$ cat src/design/tcgr_pkg.sv
// ----------------------------------------------------------------------------
// Text console glyph renderer package
// Shared constants, command and result codes, and payload types.
// ----------------------------------------------------------------------------
package tcgr_pkg;

   localparam int FONT_W     = 8;
   localparam int FONT_H     = 16;
   localparam int GLYPHS     = 256;
   localparam int STORE_AW   = 12;
   localparam int ROW_IDX_W  = (FONT_H > 1) ? $clog2(FONT_H) : 1;

   // Command codes of an input item.
   localparam logic [1:0] CMD_PUT_CHAR   = 2'd0;
   localparam logic [1:0] CMD_SET_CURSOR = 2'd1;
   localparam logic [1:0] CMD_LOAD_FONT  = 2'd2;
   localparam logic [1:0] CMD_CLEAR      = 2'd3;

   // Result kinds.
   localparam logic [1:0] KIND_GLYPH  = 2'd0;
   localparam logic [1:0] KIND_SCROLL = 2'd1;
   localparam logic [1:0] KIND_CLEAR  = 2'd2;

   // Control characters.
   localparam logic [7:0] CHAR_CR = 8'd13;
   localparam logic [7:0] CHAR_LF = 8'd10;

   // Configuration register indexes.
   localparam logic [2:0] CSR_TEXT_COLS      = 3'd0;
   localparam logic [2:0] CSR_TEXT_ROWS      = 3'd1;
   localparam logic [2:0] CSR_FORE_COLOR     = 3'd2;
   localparam logic [2:0] CSR_BACK_COLOR     = 3'd3;
   localparam logic [2:0] CSR_DISPLAY_ENABLE = 3'd4;

   localparam logic [5:0] SCROLL_LINES = 6'(FONT_H);

   typedef struct packed {
      logic [1:0]          cmd;
      logic [7:0]          char_code;
      logic                force_req;
      logic [7:0]          cursor_col;
      logic [7:0]          cursor_row;
      logic [STORE_AW-1:0] font_addr;
      logic [7:0]          font_byte;
   } req_type;

   typedef struct packed {
      logic [1:0]  kind;
      logic [11:0] pixel_x;
      logic [11:0] pixel_y;
      logic [7:0]  row_bits;
      logic [31:0] fg_out;
      logic [31:0] bg_out;
      logic [5:0]  scroll_lines;
      logic        last;
   } rsp_type;

   typedef struct packed {
      logic [7:0]  text_cols;
      logic [7:0]  text_rows;
      logic [31:0] fore_color;
      logic [31:0] back_color;
      logic        display_enable;
   } cfg_type;

   // Glyph store access issued by the sequencer.
   typedef struct packed {
      logic                wr_en;
      logic [STORE_AW-1:0] wr_addr;
      logic [7:0]          wr_data;
      logic                rd_en;
      logic [STORE_AW-1:0] rd_addr;
   } mem_req_type;

   // One result waiting for its glyph store read data.
   typedef struct packed {
      logic        valid;
      logic [1:0]  kind;
      logic [11:0] pixel_x;
      logic [11:0] pixel_y;
      logic        last;
   } pend_type;

endpackage

$ cat src/design/tcgr_seq.sv
// ----------------------------------------------------------------------------
// Text console sequencer
// Decodes items, keeps the cursor, walks the glyph rows and issues results.
// ----------------------------------------------------------------------------
module tcgr_seq (
   input  logic                  clock,
   input  logic                  reset,
   input  logic                  req_valid,
   output logic                  req_stall,
   input  tcgr_pkg::req_type     req_payload,
   input  tcgr_pkg::cfg_type     cfg,
   input  logic                  pend_move,
   output tcgr_pkg::pend_type    pend,
   output tcgr_pkg::mem_req_type mem_req
);

   typedef enum logic [2:0] {
      ST_IDLE   = 3'b001,
      ST_ROWS   = 3'b010,
      ST_SCROLL = 3'b100
   } seq_state_type;

   localparam logic [tcgr_pkg::ROW_IDX_W-1:0] LAST_ROW =
      tcgr_pkg::ROW_IDX_W'(tcgr_pkg::FONT_H - 1);

   seq_state_type                      state_ff, state_in;
   logic [7:0]                         cur_col_ff, cur_col_in;
   logic [7:0]                         cur_row_ff, cur_row_in;
   logic [tcgr_pkg::ROW_IDX_W-1:0]     row_idx_ff, row_idx_in;
   logic                               scroll_ff, scroll_in;
   logic [tcgr_pkg::STORE_AW-1:0]      base_addr_ff, base_addr_in;
   logic [11:0]                        base_x_ff, base_x_in;
   logic [11:0]                        base_y_ff, base_y_in;
   tcgr_pkg::pend_type                 pend_ff, pend_in;

   logic       accept;
   logic       pend_free;
   logic [7:0] cols_eff;
   logic [7:0] rows_eff;
   logic       print_en;
   logic       is_cr;
   logic       is_lf;
   logic [8:0] col0, row0, col1, row1, row2;
   logic       do_scroll;
   logic [7:0] glyph;

   assign cols_eff  = (cfg.text_cols == 8'd0) ? 8'd1 : cfg.text_cols;
   assign rows_eff  = (cfg.text_rows == 8'd0) ? 8'd1 : cfg.text_rows;
   assign pend_free = !pend_ff.valid || pend_move;
   assign req_stall = !((state_ff == ST_IDLE) && pend_free);
   assign accept    = req_valid && !req_stall;
   assign print_en  = cfg.display_enable || req_payload.force_req;
   assign is_cr     = (req_payload.char_code == tcgr_pkg::CHAR_CR);
   assign is_lf     = (req_payload.char_code == tcgr_pkg::CHAR_LF);

   // Cursor movement of a printed character, wrap and scroll included.
   always_comb begin
      if (is_cr) begin
         col0 = 9'd0;
         row0 = {1'b0, cur_row_ff};
      end else if (is_lf) begin
         col0 = 9'd0;
         row0 = {1'b0, cur_row_ff} + 9'd1;
      end else begin
         col0 = {1'b0, cur_col_ff} + 9'd1;
         row0 = {1'b0, cur_row_ff};
      end
      if (col0 >= {1'b0, cols_eff}) begin
         col1 = 9'd0;
         row1 = row0 + 9'd1;
      end else begin
         col1 = col0;
         row1 = row0;
      end
      do_scroll = (row1 >= {1'b0, rows_eff});
      row2      = do_scroll ? ({1'b0, rows_eff} - 9'd1) : row1;
   end

   // Codes past the font would fold back once; 8-bit codes stay below GLYPHS.
   always_comb begin
      if ({1'b0, req_payload.char_code} >= 9'(tcgr_pkg::GLYPHS)) begin
         glyph = 8'({1'b0, req_payload.char_code} - 9'(tcgr_pkg::GLYPHS));
      end else begin
         glyph = req_payload.char_code;
      end
   end

   always_comb begin
      state_in     = state_ff;
      cur_col_in   = cur_col_ff;
      cur_row_in   = cur_row_ff;
      row_idx_in   = row_idx_ff;
      scroll_in    = scroll_ff;
      base_addr_in = base_addr_ff;
      base_x_in    = base_x_ff;
      base_y_in    = base_y_ff;
      pend_in      = pend_ff;
      if (pend_move) begin
         pend_in.valid = 1'b0;
      end
      mem_req         = '0;
      mem_req.wr_addr = req_payload.font_addr;
      mem_req.wr_data = req_payload.font_byte;
      mem_req.rd_addr = base_addr_ff + tcgr_pkg::STORE_AW'(row_idx_ff);

      unique case (state_ff)
         ST_IDLE: begin
            if (accept) begin
               unique case (req_payload.cmd)
                  tcgr_pkg::CMD_SET_CURSOR: begin
                     cur_col_in = (req_payload.cursor_col < cols_eff) ?
                                  req_payload.cursor_col : cols_eff - 8'd1;
                     cur_row_in = (req_payload.cursor_row < rows_eff) ?
                                  req_payload.cursor_row : rows_eff - 8'd1;
                  end
                  tcgr_pkg::CMD_LOAD_FONT: begin
                     mem_req.wr_en = 1'b1;
                  end
                  tcgr_pkg::CMD_CLEAR: begin
                     pend_in.valid   = 1'b1;
                     pend_in.kind    = tcgr_pkg::KIND_CLEAR;
                     pend_in.pixel_x = 12'd0;
                     pend_in.pixel_y = 12'd0;
                     pend_in.last    = 1'b1;
                  end
                  tcgr_pkg::CMD_PUT_CHAR: begin
                     if (print_en) begin
                        cur_col_in = col1[7:0];
                        cur_row_in = row2[7:0];
                        if (!is_cr && !is_lf) begin
                           // The glyph is drawn at the cursor before the move.
                           base_addr_in = tcgr_pkg::STORE_AW'(
                              20'(glyph) * 20'(tcgr_pkg::FONT_H));
                           base_x_in  = 12'(20'(cur_col_ff) * 20'(tcgr_pkg::FONT_W));
                           base_y_in  = 12'(20'(cur_row_ff) * 20'(tcgr_pkg::FONT_H));
                           row_idx_in = '0;
                           scroll_in  = do_scroll;
                           state_in   = ST_ROWS;
                        end else if (do_scroll) begin
                           pend_in.valid   = 1'b1;
                           pend_in.kind    = tcgr_pkg::KIND_SCROLL;
                           pend_in.pixel_x = 12'd0;
                           pend_in.pixel_y = 12'd0;
                           pend_in.last    = 1'b1;
                        end
                     end
                  end
                  default: begin
                  end
               endcase
            end
         end
         ST_ROWS: begin
            if (pend_free) begin
               mem_req.rd_en   = 1'b1;
               pend_in.valid   = 1'b1;
               pend_in.kind    = tcgr_pkg::KIND_GLYPH;
               pend_in.pixel_x = base_x_ff;
               pend_in.pixel_y = base_y_ff + 12'(row_idx_ff);
               pend_in.last    = (row_idx_ff == LAST_ROW) && !scroll_ff;
               row_idx_in      = tcgr_pkg::ROW_IDX_W'(row_idx_ff + 1'b1);
               if (row_idx_ff == LAST_ROW) begin
                  state_in = scroll_ff ? ST_SCROLL : ST_IDLE;
               end
            end
         end
         ST_SCROLL: begin
            if (pend_free) begin
               pend_in.valid   = 1'b1;
               pend_in.kind    = tcgr_pkg::KIND_SCROLL;
               pend_in.pixel_x = 12'd0;
               pend_in.pixel_y = 12'd0;
               pend_in.last    = 1'b1;
               state_in        = ST_IDLE;
            end
         end
         default: begin
            state_in = ST_IDLE;
         end
      endcase
   end

   // The held result lives in one register; only its valid bit is reset.
   always_ff @(posedge clock) begin
      if (reset) begin
         state_ff      <= ST_IDLE;
         cur_col_ff    <= 8'd0;
         cur_row_ff    <= 8'd0;
         pend_ff.valid <= 1'b0;
      end else begin
         state_ff      <= state_in;
         cur_col_ff    <= cur_col_in;
         cur_row_ff    <= cur_row_in;
         pend_ff.valid <= pend_in.valid;
      end
      pend_ff.kind    <= pend_in.kind;
      pend_ff.pixel_x <= pend_in.pixel_x;
      pend_ff.pixel_y <= pend_in.pixel_y;
      pend_ff.last    <= pend_in.last;
   end

   always_ff @(posedge clock) begin
      row_idx_ff      <= row_idx_in;
      scroll_ff       <= scroll_in;
      base_addr_ff    <= base_addr_in;
      base_x_ff       <= base_x_in;
      base_y_ff       <= base_y_in;
   end

   assign pend = pend_ff;

endmodule

$ cat config.mk
export PLATFORM = sky130hd
export DESIGN_NAME = tcgr_seq
export DESIGN_NICKNAME = d
export VERILOG_FILES = /design/src/design/tcgr_pkg.sv /design/src/design/tcgr_seq.sv
export SDC_FILE = /design/constraint.sdc
export NUM_CORES = 1
export LEC_CHECK = 0
export ABC_AREA = 1
export BUFFER_PORTS_ARGS = -buffer_cell sky130_fd_sc_hd__buf_4
export CAP_MARGIN = 20
export CORE_MARGIN = 3
export CORE_UTILIZATION = 55
export CTS_CLUSTER_SIZE = 28
export DETAILED_ROUTE_END_ITERATION = 10
export PLACE_DENSITY = 0.87
export SLEW_MARGIN = 0
export SYNTH_ARGS = -nofsm -noshare
export SYNTH_HDL_FRONTEND = slang
export SYNTH_SLANG_ARGS = --single-unit
$ cat constraint.sdc
create_clock -name clock -period 16.1 [get_ports clock]
set_clock_uncertainty 0.05 [all_clocks]
set_input_delay 4.025 -clock clock [delete_from_list [all_inputs] [get_ports clock]]
set_output_delay 4.025 -clock clock [all_outputs]
set_load 0.01 [all_outputs]
==> impl_metrics.tcl, run 1 <==
set metrics [dict create \
    drt_pass1_iterations 5 \
    cts_setup_buffers 0 \
    area_growth_pct 14.3 \
    leakage_nw 3.07 \
    ys.flop_type "edfxtp_1" \
    cp_slowest_cell "inv_1" \
    path_clk_slew_ns 0.07 \
    grt_antenna_before_repair 0 \
    crit_family "buffers and inverters" \
    root_buffer "clkbuf_8" \
    cts_sinks 72 \
    drt-wirelength-per-cell_um 13.0 \
    cts_buffers 9 \
    utilization 0.657 \
    cts.repair.resized 0 \
    coreArea_mm2 0.00937 \
    path_depth 6 \
    worst_pin_slew_ns 0.904 \
    required_ns 12.03 \
    clk_path_buf_depth 2 \
    crit_arrival_ns 5.14 \
    grt_pass1_wl_mm 19.5 \
    slew_headroom 0.397 \
    synthCells 716 \
    place_congestion 0.917 \
    row_count 35 \
    dieArea_mm2 0.0110 \
    whs_path_depth 0 \
    wl_mm 11.9 \
    rsz0062_at_grt "no" \
    drtIter0Drc 345 \
    drc 0 \
    grt_max_degree 27 \
    clk_latency_ns 0.34 \
    cts_hold_buf 0 \
    drv_slew 0 \
    ys_seq_elements 72 \
    diodes 0 \
    path_buf_inv 3 \
    start_kind "input port" \
    syn_area_mm2 0.00539 \
    finalSetupTns_ns 0 \
    crit_chain "buf_4 -> nor2_1 -> inv_1 -> nand3_2 -> nor2_1 -> buf_4" \
    cts_tree "built" \
    io_buffers 86 \
    cts_max_level 3 \
    die_h_um 105 \
    drive_gt1_frac 0.199 \
    max_cap_viol_count 0 \
    end_kind "output pin" \
    status "finished, final reports clean" \
    initial_core_util 0.575 \
    r2r_cells 26 \
    r2r_slack_ns 10.78 \
    syn_area_per_cell_um2 7.53 \
    avgViaCountPerCell 5.24 \
    p_total_w 0.000675 \
    crit_fanout 23 \
    detail-route-antenna-nets 0 \
    synth_cell_types 42 \
    cpPeakStageDelay_ns 0.47 \
    period_needed_ns 9.21 \
    ir_worst_vdd_mv 0.0599 \
    synth-edff-count 52 \
    power_density_mw_per_mm2 110 \
    ios 195 \
    clock.fmax_mhz 109 \
    finalHoldViolCount 0 \
    die_x_um 105 \
    post-dp-hpwl_mm 9.42 \
    ys_warn_count 0 \
    first_global_vias 4416 \
    critPathKind "input port to output pin" \
    fin_nets 950 \
    vias 4774 \
    overflow 0 \
    grt_usage 0.213 \
    min_path_type "register to register" \
    async_flop_share 0 \
    setup_viol 0 \
    post-route-period-util 0.572 \
    yosysSeqAreaShare 0.364 \
]
-- kinds of logic (layout without fill, tap and decap cells) --
group                    after synthesis  after routing  synth area share
AND/OR/NAND/NOR                      344            344             0.292
AO/OA/AOI/OAI                         96             96             0.101
adder cells (fa/ha/maj)               41             41            0.0952
flip-flops                            72             72             0.364
XOR/XNOR                              10             10            0.0163
other                                  1              4          0.000696
buffers and inverters                152            215             0.130
-- layer usage --
layer / share of wire / track usage / vias up / routed length (um)
li1: - / - / 2417 / -
met1: 0.43 / 0.264 / 2147 / 5170
met2: 0.48 / 0.372 / 185 / 5740
met3: 0.060 / 0.0266 / 25 / 709
met4: 0.022 / 0.0890 / 0 / 264
met5: 0 / 0 / - / 0
-- sequential cells by signal (all words and copies together) (netlist names) --
register      count
pend             24
base_addr_ff      8
base_x_ff         8
base_y_ff         8
cur_col_ff        8
cur_row_ff        8
row_idx_ff        4
state_ff          3
scroll_ff         1
-- where the power goes --
part / total, W / switching (W) / internal, W / leakage, nW
sequential: 0.000275 / 0.0000216 / 0.000253 / 0.653
clock: 0.000150 / 0.0000608 / 0.0000887 / 0.112
combinational: 0.000250 / 0.000154 / 0.0000959 / 2.30
total: 0.000675 / 0.000237 / 0.000438 / 3.07
-- area by class of cell --
| type | instances | area [um^2] |
|---|---|---|
| repair buffers | 87 | 653 |
| multi-input cells | 495 | 2740 |
| clock buffers | 16 | 224 |
| inverters | 112 | 422 |
| flip-flops and latches | 72 | 1960 |
| fillers | 799 | 3210 |
| well taps | 129 | 161 |
-- synthesized netlist by cell type (all sizes together) (7+ instances only) --
master,n,share of area
nand3,54,0.054
nor2,94,0.072
nand2,163,0.12
edfxtp,52,0.29
ha,41,0.095
xor2,9,0.015
nand4,9,0.012
buf,35,0.049
nor3,11,0.016
o21ai,44,0.045
a21oi,42,0.042
nand3b,7,0.0098
dfxtp,20,0.074
inv,111,0.077
-- final timing paths --
| kind | from | endpoint |
|---|---|---|
| max | pend_move | mem_req[33] |
| min | cur_col_ff[3] | base_x_ff[6] |
| max reg2reg | cur_col_ff[0] | pend[6] |
| min reg2reg | cur_col_ff[3] | base_x_ff[6] |
-- worst register-to-register path: stages (launching register included) --
cell and delay [ns]:
dfxtp_1 0.40, ha_1 0.21, nand3_1 0.16, xor2_1 0.18
nor2_1 0.09, ha_1 0.32, nand2_1 0.08, nor2_1 0.11
nand2_1 0.07, nand3_1 0.07, nand2_1 0.05, nand2_1 0.05
nand2_1 0.04, nand2_1 0.49, nand2_2 0.12, o21ai_0 0.32
inv_1 0.08, ha_1 0.28, nand2_1 0.04, inv_1 0.06
nand3_1 0.08, nor3_1 0.23, nor2_2 0.14, nand3_2 0.25
a21boi_0 0.13, or2_1 0.22, inv_1 0.61
-- through the flow --
stage	setup slack, ns	hold slack (ns)	instances	instance area, um^2
2_1_floorplan	7.44	0.402	719	5400
4_1_cts	6.89	0.453	911	6160
6_report	6.89	0.457	911	6160
3_3_place_gp	6.92	0.441	895	5930
5_1_grt	6.74	0.475	911	6160
3_5_place_dp	6.90	0.435	895	5930
-- cells in the final DEF (no fill, tap or decap), types with 4 or more instances in the layout --
master,count
nor2_2,6
buf_4,87
inv_2,10
nor3_2,4
nand2_2,14
conb_1,4
clkbuf_8,10
a21oi_2,4
o21ai_0,31
nand3b_1,7
ha_1,41
inv_1,101
nand2_1,148
xor2_1,9
or2_2,4
dfxtp_1,20
edfxtp_1,52
nand3_2,4
a21oi_1,38
nand4_1,8
nor2_1,85
o21ai_1,11
nor3_1,6
nand3_1,50
(Power assumes the default switching activity.)
==> inputs of run 2 (changes only) <==
Settings changed: CORE_UTILIZATION 55 to 46, PLACE_DENSITY 0.87 to 0.78.
Clock period 16.1 ns to 7.4 ns, I/O delays scaled along.
==> run 2 against run 1 <==
Wire length shrank 2.2%. Global-route usage shrank 3.3 points. Combinational power grew 120%. Via count shrank 2.8%. Total power grew 140%. Count of clock-buffer cells in the layout shrank 6. Clock power grew to 3.3 times the previous value. Sequential power grew 120%. Core utilization shrank 9.1 points. Hold slack lost 0.0033 ns.
==> impl_metrics.tcl, run 2 (synthesis results as in run 1) <==
set metrics [dict create \
    cts_buffers 9 \
    finalSetupTns_ns 0 \
    critPathKind "input port to register" \
    crit_fanout 23 \
    avgViaCountPerCell 5.02 \
    period_needed_ns 6.33 \
    whs_path_depth 0 \
    largest_reg_flops 24 \
    fin_ws_ns 1.07 \
    io_buffers 86 \
    leakage_nw 3.13 \
    wl_mm 11.6 \
    end_kind "register" \
    cpPeakStageDelay_ns 0.40 \
    start_kind "input port" \
    first_global_vias 4183 \
    grt_usage 0.180 \
    max_cap_viol_count 0 \
    ios 195 \
    seqCellArea_mm2 0.00196 \
    finalHoldViolCount 0 \
    multi_input_area_mm2 0.00274 \
    drt-wirelength-per-cell_um 12.6 \
    vias 4638 \
    final_common_cell "nand2_1" \
    rsz0062_at_grt "no" \
    worst_pin_slew_ns 0.919 \
    layout_common_cells "148 x nand2_1, 101 x inv_1, 88 x buf_4" \
    cts_sinks 72 \
    worstSetupStartpoint "req_payload[37]" \
    overflow 0 \
    root_buffer "clkbuf_16" \
    cts_max_level 3 \
    drc 0 \
    power_density_mw_per_mm2 260 \
    area_growth_pct 16.9 \
    cts_tree "built" \
    crit_arrival_ns 6.33 \
    required_ns 7.40 \
    r2r_cells 29 \
    worstReg2RegEnd "pend[12]" \
    path_clk_slew_ns 0.05 \
    place_ws_ns 0.801 \
    grt_antenna_before_repair 0 \
    r2r_slack_ns 2.42 \
    cts.repair.resized 0 \
    diodes 0 \
    row_count 38 \
    fin_nets 951 \
    timing.hold.ws_ns 0.454 \
    post-dp-hpwl_mm 8.94 \
    drv_slew 0 \
    final_cells 923 \
    die_x_um 114 \
    status "finished, final reports clean" \
    cts_setup_buffers 0 \
    min_path_type "register to register" \
    cts_hold_buf 0 \
    post-route-period-util 0.855 \
    initial_core_util 0.484 \
    ir_worst_vdd_mv 0.229 \
    clock.fmax_mhz 158 \
    slew_headroom 0.388 \
    drt_pass1_iterations 7 \
    fill_cells 1034 \
    clk_latency_ns 0.33 \
    endpoint "pend[12]" \
    die_h_um 114 \
    coreArea_mm2 0.0111 \
    regToRegStartpoint "cur_col_ff[0]" \
    dieArea_mm2 0.0130 \
    setup_viol 0 \
    drtIter0Drc 356 \
    place_congestion 0.900 \
    drive_gt1_frac 0.202 \
    p_total_w 0.00164 \
    detail-route-antenna-nets 0 \
    cp_slowest_cell "nand2_1" \
    clk_path_buf_depth 2 \
    grt_pass1_wl_mm 19.3 \
    grt_max_degree 27 \
    dp_cells 907 \
    crit_path_frequent_cell "nand2_1" \
]
## run 2: per-layer routing
layer / part of all wire / track usage / wire (um) / vias up
met5: 0 / 0 / 0 / -
met4: 0.015 / 0.0602 / 178 / 0
met3: 0.055 / 0.0254 / 641 / 17
met2: 0.46 / 0.296 / 5360 / 156
met1: 0.47 / 0.244 / 5440 / 2041
li1: - / - / - / 2424
## run 2: how the worst min path moves through the flow
stage                              end  slack [ns]           from
after floorplan           base_x_ff[4]        0.40  cur_col_ff[1]
after global placement    base_x_ff[8]        0.43  cur_col_ff[5]
after detailed placement  base_x_ff[8]        0.43  cur_col_ff[5]
after CTS                 base_x_ff[8]        0.45  cur_col_ff[5]
after global routing      base_x_ff[8]        0.47  cur_col_ff[5]
final                     base_x_ff[8]        0.45  cur_col_ff[5]
## run 2: worst max-delay path: cells and delay by family
kind	cells	cell delay, ns
AOI/OAI and AO/OA	4	0.60
buffers and inverters	6	0.60
and+or+nand+nor	21	2.58
adders and majority gates	2	0.66
## run 2: stage by stage
stage	util	area, um^2
after global placement	0.535	5960
after global routing	0.566	6300
after CTS	0.566	6300
after floorplan	-	5400
after detailed placement	0.535	5960
final	0.566	6300
## run 2: power by group
part	internal [W]	switching (W)
logic	0.000213	0.000335
registers	0.000550	0.0000489
clock network	0.000336	0.000155
## run 2: final cells by class
class / instances / share of cell area
multi-input cells: 495 / 0.434
flip-flops and latches: 72 / 0.311
repair buffers: 88 / 0.105
inverters: 112 / 0.0669
clock buffers: 10 / 0.0379
well taps: 140 / 0.0278
clock inverters: 6 / 0.0169
==> inputs of run 3 (changes only) <==
Settings changed: ABC_AREA 1 to default, CORE_UTILIZATION 46 to 50, PLACE_DENSITY 0.78 to 0.82.
Clock period 7.4 ns to 7.1 ns, I/O delays scaled along.
==> run 3 against run 2 <==
Hold slack better by 0.021 ns. Core utilization is 4.3 points higher. Synthesized cell count is 29% lower. Global-route usage is 2.0 points higher. Sequential cell count stayed put. Register-to-register slack worse by 0.34 ns. Sequential share of layout area is 3.1 points higher. Combinational power is 62% lower. Setup slack worse by 0.36 ns. Highest routed layer unchanged. Non-clock buffer count is 2 higher.
==> impl_metrics.tcl, run 3 <==
set metrics [dict create \
    synth_top_family_by_area "simple AND/OR/NAND/NOR gates" \
    synth-xor-area-share 0.0496 \
    ys_warn_count 0 \
    fin_nets 747 \
    drc 0 \
    ir_worst_vdd_mv 0.0796 \
    setup_viol 0 \
    grt_max_degree 27 \
    final_cells 708 \
    root_buffer "clkbuf_8" \
    die_h_um 105 \
    async_flop_share 0 \
    clk_latency_ns 0.35 \
    overflow 0 \
    die_x_um 105 \
    yosys-top-cells-count "52 x edfxtp_1, 49 x nor2_1, 41 x ha_1, 39 x inv_1, 26 x and3_1" \
    synth_adder_area_share 0.104 \
    gr-usage-met2 0.332 \
    clock.fmax_mhz 156 \
    ios 195 \
    crit_path_frequent_cell "o211a_1" \
    synthSimpleGateAreaFrac 0.181 \
    start_kind "input port" \
    synth_cell_types 62 \
    netSwitchingFraction 0.285 \
    ys_seq_elements 72 \
    grt_usage 0.200 \
    timing.hold.ws_ns 0.475 \
    whs_path_depth 0 \
    clockPowerShare 0.316 \
    cp_slowest_cell "o211a_1" \
    status "finished, final reports clean" \
    pwr-share-comb 0.207 \
    wl_mm 11.1 \
    yosysTopAreaCell "edfxtp_1" \
    row_count 35 \
    layout_common_cells "90 x buf_4, 52 x edfxtp_1, 49 x nor2_1" \
    top_usage_layer "met2" \
    place_congestion 0.919 \
    crit_family "compound AO/OA/AOI/OAI gates" \
    hold-path-endpoint "base_x_ff[7]" \
    synth_most_common_cell "edfxtp_1" \
    period_needed_ns 6.39 \
    synth_top_area_frac 0.316 \
    use_met1 0.256 \
    use_met3 0.0392 \
    cts_buffers 9 \
    switchingPower_w 0.000289 \
    worstReg2RegEnd "pend[0]" \
    dp_cells 691 \
    ys.flop_type "edfxtp_1" \
    diodes 0 \
    critPathKind "input port to register" \
    p_int_w 0.000726 \
    p_total_w 0.00101 \
    r2r_cells 22 \
    dieArea_mm2 0.0111 \
    synthTopCellsByArea "edfxtp_1 32%, ha_1 10%, dfxtp_1 8.1%" \
    largest_reg_flops 24 \
    yosysSeqAreaShare 0.397 \
    grt_pass1_wl_mm 18.2 \
    syn_area_per_cell_um2 9.67 \
    cts.repair.resized 0 \
    final_common_cell "buf_4" \
    path_clk_slew_ns 0.08 \
    syn_area_mm2 0.00494 \
    min_path_type "register to register" \
    drt_pass1_iterations 5 \
    detail-route-antenna-nets 0 \
    slew_headroom 0.374 \
    cpPeakStageDelay_ns 0.47 \
    worst_pin_slew_ns 0.938 \
    vias 4024 \
    cts_setup_buffers 0 \
    first_global_vias 3856 \
    finalSetupTns_ns 0 \
    regToRegStartpoint "cur_col_ff[0]" \
    drtIter0Drc 350 \
    synth_mux_area_frac 0.0415 \
    drv_slew 0 \
    clk_path_buf_depth 2 \
    synth-edff-count 52 \
    cts_max_level 3 \
    synth-compound-area-share 0.145 \
    r2r_slack_ns 2.08 \
    crit_arrival_ns 6.44 \
    power_density_mw_per_mm2 177 \
    seqPwrFrac 0.477 \
    crit_chain "buf_4 -> nor4_1 -> o211a_1 -> nor2_1 -> ha_1 -> a211oi_1 -> nand2_1 -> a31oi_1 -> o21a_1 -> nor4_1 -> buf_4 -> o211a_1 -> o21bai_1 -> inv_1 -> ha_1 -> and3_1 -> a221oi_1 -> o211a_1 -> o31ai_4 -> nand3_1 -> o21ai_0 -> a221o_1" \
    cts_sinks 72 \
    min_from "cur_col_ff[4]" \
    drt-wirelength-per-cell_um 15.7 \
    max_cap_viol_count 0 \
    avgViaCountPerCell 5.68 \
    synthCells 511 \
    cts_tree "built" \
    io_buffers 86 \
    leakage_nw 2.58 \
    area_growth_pct 16.1 \
    coreArea_mm2 0.00942 \
    finalHoldViolCount 0 \
    post-route-period-util 0.900 \
    rsz0062_at_grt "no" \
    post-dp-hpwl_mm 8.67 \
    drive_gt1_frac 0.206 \
    path_buf_inv 3 \
    crit_fanout 15 \
    end_kind "register" \
    required_ns 7.15 \
    cts_hold_buf 0 \
    grt_antenna_before_repair 0 \
    initial_core_util 0.525 \
]
-- run 3: changes by cell type after synthesis, moves of 10 or more --
cell,delta
nor2_1,-36
and3_1,+26
nand2_1,-123
nand2_2,-13
mux2i_1,+16
inv_2,-10
o21ai_1,-11
inv_1,-62
o21ai_0,-13
xnor2_1,+15
a21oi_1,-22
nand3_1,-31
-- run 3: how the worst max path moves through the flow --
| stage | from | to | depth (start not counted) |
|---|---|---|---|
| floorplan | req_payload[42] | pend[0] | 21 |
| global placement | req_payload[42] | pend[0] | 22 |
| detailed placement | req_payload[42] | pend[0] | 22 |
| CTS | req_payload[42] | pend[0] | 22 |
| global route | req_payload[42] | pend[0] | 22 |
| finish | req_payload[42] | pend[0] | 22 |
-- run 3: layer usage --
layer	wire length (um)	up-vias
met4	203	0
met1	4840	1862
li1	-	1954
met3	790	28
met5	0	-
met2	5310	180
-- run 3: logic make-up after synthesis --
family | Yosys count
AOI/OAI and AO/OA | 97
xor gates and xnor gates | 28
adders and majority gates | 41
buffers and inverters | 80
DFF | 72
muxes | 20
other | 1
and+or+nand+nor | 172
-- run 3: cell type report --
type / count / area, um^2
Multi-Input combinational cell: 362 / 2600
Inverter: 39 / 146
Timing Repair Buffer: 90 / 676
Fill cell: 809 / 3680
Sequential cell: 72 / 1960
Clock inverter: 6 / 68.8
Clock buffer: 10 / 128
Tap cell: 129 / 161
-- run 3: power groups by stage --
stage | Sequential (W) | Clock [W] | Combinational (W)
2_1_floorplan | 0.000489 | 0 | 0.000153
3_3_place_gp | 0.000492 | 0 | 0.000200
3_5_place_dp | 0.000493 | 0 | 0.000208
4_1_cts | 0.000484 | 0.000327 | 0.000209
5_1_grt | 0.000487 | 0.000346 | 0.000234
6_report | 0.000484 | 0.000321 | 0.000210
-- run 3: worst reg2reg max path: stages (launching register included) --
cell      delay [ns]
dfxtp_1         0.46
ha_1            0.29
nand3_1         0.12
xor2_1          0.20
nor2_1          0.08
ha_1            0.32
a211oi_1        0.24
nand2_1         0.08
a31oi_1         0.16
o21a_1          0.17
nor4_1          0.07
buf_4           0.17
o211a_1         0.21
o21bai_1        0.22
inv_1           0.08
ha_1            0.31
and3_1          0.16
a221oi_1        0.27
o211a_1         0.28
o31ai_4         0.20
nand3_1         0.19
o21ai_0         0.15
a221o_1         0.31
-- run 3: metrics by stage --
stage / setup slack, ns / cell area, um^2 / utilization
floorplan: 0.420 / 4960 / -
global placement: 0.498 / 5530 / 0.588
detailed placement: 0.374 / 5530 / 0.588
CTS: 0.739 / 5730 / 0.609
global route: 0.320 / 5740 / 0.609
finish: 0.709 / 5740 / 0.609
